### src/design/hfle_pkg.sv
// ----------------------------------------------------------------------------
// hfle_pkg
// Shared types, constants and table builders for the half-float
// exponential / logarithmic companding unit.
// ----------------------------------------------------------------------------
package hfle_pkg;

    localparam logic [15:0] HALF_ZERO     = 16'h0000;
    localparam logic [15:0] HALF_LARGEST  = 16'h7bff;
    localparam logic [15:0] HALF_NEG_ZERO = 16'h8000;
    localparam logic [15:0] HALF_NEG_INF  = 16'hfc00;
    localparam logic [15:0] EXP_SAT_CODE  = 16'h558c;
    localparam logic [4:0]  HALF_EXP_ALL  = 5'h1f;
    localparam logic [4:0]  EXP_FLUSH_EXP = 5'd23;

    localparam int TABLE_DEPTH = 1024;

    localparam real TABLE_STEP = 1.0 / 1024.0;
    localparam real INV_LN2    = 1.0 / 0.6931471805599453;

    // log2(e) / 8 scaled by 2^34.
    localparam logic [31:0] EXP_SCALE = 32'(longint'(1.4426950408889634 * 2147483648.0));
    // ln(2) scaled by 2^32.
    localparam logic [31:0] LN2_Q32   = 32'(longint'(0.6931471805599453 * 4294967296.0));
    // 8 * ln(2) scaled by 2^29.
    localparam logic [31:0] LOG_SCALE = 32'(longint'(5.545177444479562 * 536870912.0));

    typedef logic [31:0] rom_t [TABLE_DEPTH];

    typedef enum logic {
        OP_EXP = 1'b0,
        OP_LOG = 1'b1
    } op_t;

    typedef struct packed {
        op_t         op;
        logic        spec;
        logic [15:0] sval;
    } ctl_t;

    typedef struct packed {
        logic              sign;
        logic              zero;
        logic signed [7:0] expo;
        logic [63:0]       sig;
        logic              sticky;
    } pk_t;

    // 2^(i/1024) in unsigned Q1.31.
    function automatic rom_t exp_rom_init();
        rom_t t;
        for (int i = 0; i < TABLE_DEPTH; i++) begin
            t[i] = 32'(longint'($pow(2.0, real'(i) * TABLE_STEP) * 2147483648.0));
        end
        return t;
    endfunction

    // log2(1 + i/1024) in unsigned Q0.32.
    function automatic rom_t log_rom_init();
        rom_t t;
        for (int i = 0; i < TABLE_DEPTH; i++) begin
            t[i] = 32'(longint'($ln(1.0 + real'(i) * TABLE_STEP) * INV_LN2 * 4294967296.0));
        end
        return t;
    endfunction

endpackage

### src/design/hfle_pack.sv
// ----------------------------------------------------------------------------
// hfle_pack
// Rounds a normalized significand and exponent first to single precision and
// then to a binary16 word, both with round to nearest even, covering
// subnormal results, flush and overflow.
// ----------------------------------------------------------------------------
module hfle_pack import hfle_pkg::*; (
    input  pk_t         pk_i,
    output logic [15:0] half_o
);

    logic signed [7:0] ex;
    logic              normal;
    logic [6:0]        rsh;
    logic [127:0]      ext;
    logic [63:0]       q;
    logic              guard;
    logic              st;
    logic              up;
    logic [11:0]       rnd;
    logic [14:0]       base;
    logic [14:0]       mag;
    logic signed [7:0] exb;
    logic              g32;
    logic              st32;
    logic              up32;
    logic [24:0]       s25;
    logic [63:0]       sig32;

    always_comb begin
        g32  = pk_i.sig[39];
        st32 = (|pk_i.sig[38:0]) | pk_i.sticky;
        up32 = g32 & (st32 | pk_i.sig[40]);
        s25  = {1'b0, pk_i.sig[63:40]} + 25'(up32);
        if (s25[24]) begin
            sig32 = {1'b1, 63'b0};
            ex    = pk_i.expo + 8'sd1;
        end else begin
            sig32 = {s25[23:0], 40'b0};
            ex    = pk_i.expo;
        end
        normal = (ex >= -8'sd14);
        exb    = ex + 8'sd14;
        if (normal) begin
            rsh = 7'd53;
        end else if (ex < -8'sd25) begin
            rsh = 7'd65;
        end else begin
            rsh = 7'(8'sd39 - ex);
        end
        ext   = {sig32, 64'b0} >> rsh;
        q     = ext[127:64];
        guard = ext[63];
        st    = |ext[62:0];
        up    = guard & (st | q[0]);
        rnd   = 12'(q[10:0]) + 12'(up);
        base  = normal ? {exb[4:0], 10'b0} : 15'd0;
        mag   = base + 15'(rnd);
        if (pk_i.zero) begin
            half_o = {pk_i.sign, 15'd0};
        end else if (ex > 8'sd15) begin
            half_o = {pk_i.sign, 15'h7c00};
        end else begin
            half_o = {pk_i.sign, mag};
        end
    end

endmodule

### config.mk
export PLATFORM = sky130hd
export DESIGN_NAME = hfle_pack
export DESIGN_NICKNAME = d
export VERILOG_FILES = /design/src/design/hfle_pkg.sv /design/src/design/hfle_pack.sv
export SDC_FILE = /design/constraint.sdc
export NUM_CORES = 1
export LEC_CHECK = 0
export BUFFER_PORTS_ARGS = -buffer_cell sky130_fd_sc_hd__buf_4
export CAP_MARGIN = 20
export CORE_ASPECT_RATIO = 0.7
export CORE_MARGIN = 10
export CORE_UTILIZATION = 40
export DETAILED_ROUTE_END_ITERATION = 10
export PLACE_DENSITY = 0.71
export SLEW_MARGIN = 40
export SYNTH_ARGS = -nofsm -noshare
export SYNTH_HDL_FRONTEND = slang
export SYNTH_SLANG_ARGS = --single-unit
### constraint.sdc
create_clock -name vclk -period 9.9
set_clock_uncertainty 0.2 [all_clocks]
set_input_delay 1.98 -clock vclk [all_inputs]
set_output_delay 1.98 -clock vclk [all_outputs]
set_load 0.02 [all_outputs]
==> results_dict.tcl, run 1 <==
set metrics [dict create \
    status "complete, no violations" \
    die-area_um2 16500 \
    gr-total-overflow 0 \
    crit_path_start_kind "primary input" \
    clock.fmax_mhz 103 \
    synth_compound_area_share_pct 35.9 \
    nets 887 \
    setup_slack_ns 0.177 \
    critical_path.slowest_cell "or4_1" \
    fin_tns_setup_ns 0 \
    p_leak_nw 2.06 \
    dp.cells 957 \
    grt_pass1_wl_um 33500 \
    area_growth_pct 21.5 \
    tightest_slew_ns 0.768 \
    max_cap_viol_count 0 \
    report.final.slew_viol_count 0 \
    yosys.area_share.xor_xnor_pct 5.79 \
    synthMuxAreaShare_pct 3.99 \
    power.density_nw_per_um2 47.3 \
    io_pins 91 \
    fillers 1148 \
    p_sw_share_pct 61.6 \
    initial_core_util_pct 41.7 \
    critical_path.max_fanout 11 \
    finalCriticalPeriod_ns 9.72 \
    place_congestion 1.08 \
    critPathCaptureType "output port" \
    grt_util_all_layers_pct 24.1 \
    cp_slowest_stage_delay_ns 0.59 \
    grt_max_degree 23 \
    syn_inst 710 \
    routed_wl_um 21400 \
    hold_violations 0 \
    viasPerCell 6.81 \
    rows 32 \
    p_switching_uw 166 \
    critPathMostFrequentCell "buf_4" \
    synth_fa_ha_area_share_pct 1.61 \
    grt_pass1_vias 5873 \
    place_ws_ns 0.116 \
    port_buffers 89 \
    clkbuf_count 0 \
    die_h_um 110 \
    firstDrtPassIters 6 \
    ant_nets 0 \
    syn_area_per_cell_um2 6.58 \
    critPathKind "in -> out" \
    pwr-share-comb_pct 100.0 \
    seq_cells 0 \
    core_area_um2 11200 \
    antenna_found_initial 0 \
    seq_area_um2 0 \
    rsz0062_at_grt "true" \
    dpl.hpwl_um 17800 \
    wire_per_inst_um 22.4 \
    synth_fp_nets 791 \
    total_power_uw 269 \
    cp.required_ns 7.72 \
    power.ir.vdd_worst_mv 0.0158 \
    arrival_ns 7.54 \
    dieWidth_um 149 \
    pwr-share-clk_pct 0 \
    yosys.area_share.simple_pct 45.5 \
    period_share_pct 98.2 \
    yosysSeqAreaShare_pct 0 \
    seqPwrFrac_pct 0 \
    synth_cell_types 100 \
    diodes 0 \
    yosysWarnings 0 \
    slew_headroom_pct 48.7 \
    synth_top_family_by_area "simple AND/OR/NAND/NOR gates" \
    internal_power_uw 103 \
    hp-class "in -> out" \
    fin_util_pct 50.6 \
    vias 6518 \
    final_cells 957 \
    drt_iter0_markers 1094 \
    setup_viol 0 \
    syn_area_um2 4670 \
    drc 0 \
    cts_hold_buf 0 \
    layout-drive-gt1-share_pct 26.9 \
]
[synth_stat cells, drive strengths merged (10+ instances only)]
master  instances  area, um^2
o22ai          19         144
nand4          32         221
xor2           10        87.6
nand2          66         260
xnor2          20         183
and2           17         114
a31oi          12        75.1
a21oi          33         169
mux2i          14         153
nand3          64         355
and3           14        92.6
inv            13        51.3
nor3           39         260
o211ai         14         105
a32oi          10        95.1
a211oi         14         110
nor2           68         270
nor4           26         175
or3            12        75.1
buf            32         226
o21ai          52         275
clkbuf         15        56.3
[worst max-delay path, delay by kind of cell]
family,cells,cell delay (ns)
compound gates,4,0.97
mux,1,0.28
simple gates,12,2.95
fa+ha+maj,3,0.64
buf+inv,5,0.72
[stage by stage]
stage               hold WS (ns)  instance area (um^2)
finish                      3.76                  5670
global route                3.76                  5670
CTS                         3.76                  5640
detailed placement          3.76                  5640
global placement            3.76                  5640
floorplan                   3.87                  4670
[final cells by class]
class	instances	area, um^2	area share [%]
Multi-Input combinational cell	649	4370	77.0
Inverter	14	55.1	0.970
Timing Repair Buffer	141	1060	18.7
Tap cell	153	191	3.37
[timing repair]
item,CTS,global route
endpoints found under the setup margin,0,5
hold endpoints to repair,0,0
buffers inserted,0,0
gates resized for setup,0,5
[per-layer routing]
layer  share of wire (%)  GRT usage (%)  vias to the layer above
li1                    -              -                     2994
met1                  44           36.7                     2999
met2                  38           31.8                      505
met3                  17           9.24                       20
met4                0.69           1.43                        0
met5                   0              0                        -
[power groups by stage]
stage	Sequential [mW]	Combinational (mW)	Clock, mW
floorplan	0	0.161	0
global placement	0	0.257	0
detailed placement	0	0.255	0
CTS	0	0.256	0
global route	0	0.286	0
finish	0	0.269	0
[cell families after synthesis]
logic type | count (synthesis)
AO/OA/AOI/OAI | 223
XOR/XNOR | 30
adder cells (fa/ha/maj) | 6
buffers and inverters | 61
multiplexers | 17
AND/OR/NAND/NOR | 373
[cell usage in the layout (no fill, tap or decap), types with 19 or more instances in the layout]
cell type	n
a21oi_1	32
o21ai_0	42
nor3_1	30
nor2_1	66
nand4_1	30
nor4_1	23
nand3_1	57
buf_4	141
xnor2_1	19
nand2_1	63
[path summary, 6_finish.rpt]
| check | from | to | slack (ns) | cells after the start |
|---|---|---|---|---|
| min | pk_i[74] | half_o[15] | 3.76 | 0 |
| max | pk_i[40] | half_o[14] | 0.18 | 25 |
Power figures use the tool's default switching activity.
==> inputs of run 2 (changes only) <==
--- a/config.mk
+++ b/config.mk
@@ -10,3 +10,3 @@
 export CORE_ASPECT_RATIO = 0.7
-export CORE_MARGIN = 10
+export CORE_MARGIN = 2
 export CORE_UTILIZATION = 40
==> constraint.sdc (replaced) <==
create_clock -name vclk -period 9.9
set_clock_uncertainty 0.2 [all_clocks]
set_input_delay 1.485 -clock vclk [all_inputs]
set_output_delay 1.485 -clock vclk [all_outputs]
set_load 0.02 [all_outputs]
==> results_dict.tcl, run 2 (synthesized netlist as in run 1, its figures left out) <==
set metrics [dict create \
    status "complete, no violations" \
    final_cell_mix "buf_4, nor2_1, nand2_1" \
    grt_max_degree 22 \
    postPlaceCellArea_um2 5390 \
    firstDrtPassIters 8 \
    nets 854 \
    critPathKind "in -> out" \
    p_sw_share_pct 63.1 \
    seqPwrFrac_pct 0 \
    pwr-share-clk_pct 0 \
    layout-drive-gt1-share_pct 23.2 \
    viasPerCell 7.02 \
    critical_path.max_fanout 16 \
    diodes 0 \
    critical_path.slowest_cell "a221oi_1" \
    antenna_found_initial 0 \
    port_buffers 89 \
    total_power_uw 257 \
    seq_cells 0 \
    post_cts_buffers 0 \
    die-area_um2 12600 \
    crit_path_start_kind "primary input" \
    hold_path.startpoint "pk_i[74]" \
    report.final.slew_viol_count 0 \
    routed_wl_um 20100 \
    fin_util_pct 48.2 \
    setup_viol 0 \
    fillers 1165 \
    cp_slowest_stage_delay_ns 0.55 \
    fin_tns_setup_ns 0 \
    arrival_ns 7.76 \
    area_growth_pct 15.6 \
    dieWidth_um 133 \
    wire_per_inst_um 21.7 \
    io_pins 91 \
    drc 0 \
    gr-total-overflow 0 \
    internal_power_uw 94.7 \
    grt_util_all_layers_pct 30.7 \
    rows 32 \
    cts_resized 0 \
    cp.required_ns 8.22 \
    slew_headroom_pct 47.1 \
    hold_end "half_o[15]" \
    finalCriticalPeriod_ns 9.44 \
    ant_nets 0 \
    place_congestion 1.13 \
    multi_input_area_um2 4340 \
    crit_buf_inv 4 \
    seq_area_um2 0 \
    power.density_nw_per_um2 47.6 \
    tightest_slew_ns 0.786 \
    clock.fmax_mhz 106 \
    grt_pass1_wl_um 31300 \
    max_cap_viol_count 0 \
    critPathCaptureType "output port" \
    grt_pass1_vias 5712 \
    mostFrequentLayoutCell "buf_4" \
    rsz0062_at_grt "false" \
    die_h_um 94.4 \
    cp_top_family "simple AND/OR/NAND/NOR gates" \
    drt_iter0_markers 938 \
    hp-class "in -> out" \
    p_leak_nw 1.90 \
    power.ir.vdd_worst_mv 0.0186 \
    period_share_pct 95.4 \
    p_switching_uw 162 \
    dpl.hpwl_um 16000 \
    clkbuf_count 0 \
    hold_violations 0 \
    initial_core_util_pct 41.7 \
    vias 6487 \
    whs_path_depth 0 \
    core_area_um2 11200 \
    fin_hold_ws_ns 2.77 \
    design_area_um2 5400 \
    cts_hold_buf 0 \
    pwr-share-comb_pct 100.0 \
]
## run 2: cell type report
type | count | share of cell area [%]
Multi-Input combinational cell | 649 | 80.4
Timing Repair Buffer | 108 | 15.0
Inverter | 14 | 1.02
Tap cell | 153 | 3.55
## run 2: stage by stage
stage,worst slack (ns),cells
6_report,0.455,924
5_1_grt,0.110,924
4_1_cts,0.600,924
3_5_place_dp,0.610,924
3_3_place_gp,0.850,924
2_1_floorplan,1.37,710
## run 2: power groups by stage
stage                     logic (mW)  clock network (mW)  registers [mW]
after floorplan                0.161                   0               0
after global placement         0.245                   0               0
after detailed placement       0.243                   0               0
after CTS                      0.244                   0               0
after global routing           0.271                   0               0
final                          0.257                   0               0
## run 2: layer usage
metal | routed length (um) | global-route usage (%)
met5 | 0 | 0
met1 | 8860 | 46.3
met2 | 7520 | 41.7
met4 | 273 | 3.99
met3 | 3410 | 11.0
## run 2: worst max path at each step
stage	slack, ns	start	end	depth (start not counted)
2_1_floorplan	1.37	pk_i[51]	half_o[14]	24
3_3_place_gp	0.85	pk_i[66]	half_o[14]	27
3_5_place_dp	0.61	pk_i[66]	half_o[14]	27
4_1_cts	0.60	pk_i[66]	half_o[14]	27
5_1_grt	0.11	pk_i[66]	half_o[14]	27
6_report	0.46	pk_i[66]	half_o[14]	27
==> inputs of run 3 (changes only) <==
Settings changed: CORE_ASPECT_RATIO 0.7 to 1.1.
Clock period 9.9 ns to 8.7 ns, I/O delays scaled along.
==> results_dict.tcl, run 3 (synthesized netlist as in run 1, its figures left out) <==
set metrics [dict create \
    status "complete, no violations" \
    critPathKind "in -> out" \
    arrival_ns 6.96 \
    antenna_found_initial 0 \
    hp-class "in -> out" \
    port_buffers 89 \
    max_cap_viol_count 0 \
    place_congestion 0.994 \
    power.density_nw_per_um2 52.9 \
    post_cts_buffers 0 \
    dp.cells 951 \
    seq_cells 0 \
    vias 6403 \
    p_leak_nw 2.05 \
    period_share_pct 97.2 \
    cp_slowest_stage_delay_ns 0.59 \
    hold_violations 0 \
    clkbuf_count 0 \
    io_pins 91 \
    critPathCaptureType "output port" \
    grt_pass1_wl_um 31700 \
    drc 0 \
    nets 884 \
    clock.fmax_mhz 118 \
    hold_path.startpoint "pk_i[74]" \
    critical_path.max_fanout 13 \
    cp.required_ns 7.19 \
    gr-total-overflow 0 \
    drt_iter0_markers 724 \
    initial_core_util_pct 40.8 \
    mostFrequentLayoutCell "buf_4" \
    dpl.hpwl_um 16200 \
    whs_path_depth 0 \
    tightest_slew_ns 0.736 \
    dieWidth_um 107 \
    core_area_um2 11400 \
    viasPerCell 6.73 \
    setup_viol 0 \
    power.ir.vdd_worst_mv 0.0310 \
    die-area_um2 12600 \
    rows 41 \
    ant_nets 0 \
    slew_headroom_pct 50.4 \
    grt_pass1_vias 5995 \
    report.final.slew_viol_count 0 \
    final_cells 951 \
    grt_util_all_layers_pct 30.6 \
    critPathMostFrequentCell "buf_4" \
    crit_path_start_kind "primary input" \
    finalCriticalPeriod_ns 8.46 \
    routed_wl_um 20100 \
    fin_tns_setup_ns 0 \
    firstDrtPassIters 8 \
    fin_util_pct 49.7 \
    die_h_um 117 \
    diodes 0 \
    area_growth_pct 21.6 \
    grt_max_degree 23 \
    final_cell_mix "buf_4, nor2_1, nand2_1" \
    fin_hold_ws_ns 2.41 \
    layout-drive-gt1-share_pct 26.8 \
    seq_area_um2 0 \
    wire_per_inst_um 21.1 \
    hold_end "half_o[15]" \
    critical_path.slowest_cell "or4_1" \
]
-- run 3: where the power goes --
group	internal [mW]	switching (mW)	total (mW)	leakage (nW)
registers	0	0	0	0
logic	0.118	0.182	0.301	2.05
clock network	0	0	0	0
-- run 3: worst max path at each step --
stage / startpoint / end / slack (ns) / cells after the start
3_5_place_dp: pk_i[40] / half_o[14] / 0.22 / 28
5_1_grt: pk_i[40] / half_o[14] / -0.004 / 26
2_1_floorplan: pk_i[51] / half_o[14] / 0.53 / 24
4_1_cts: pk_i[40] / half_o[14] / 0.21 / 28
3_3_place_gp: pk_i[40] / half_o[14] / 0.29 / 27
6_report: pk_i[40] / half_o[0] / 0.24 / 25
-- run 3: per-layer routing --
layer	part of all wire [%]	vias to the layer above	global-route usage [%]
met5	0	-	0
met4	5.6	0	15.0
met3	7.9	86	3.06
met2	47	435	50.2
met1	40	2896	39.5
li1	-	2986	-
-- run 3: through the flow --
step                total power, mW  worst slack [ns]  cell area (um^2)
CTS                           0.288             0.212              5620
floorplan                     0.184             0.531              4670
detailed placement            0.287             0.216              5620
global route                  0.319          -0.00443              5680
finish                        0.301             0.240              5680
global placement              0.288             0.295              5620
-- run 3: area by class of cell --
cell class                 count  area, um^2
fill                        1197        5760
inverter                      14        55.1
tap                          150         188
timing repair buffer         138        1050
multi-input combinational    649        4390
-- run 3: worst max-delay path: cells and delay by family --
family / cells / cell delay [ns]
muxes: 1 / 0.28
and+or+nand+nor: 12 / 2.96
buffers and inverters: 6 / 0.91
AOI/OAI and AO/OA: 4 / 1.00
adders and majority gates: 2 / 0.48
-- run 3: what timing repair did --
action | CTS | global route
gates resized for setup | 0 | 11
hold buffers | 0 | 0
endpoints found under the setup margin | 0 | 4
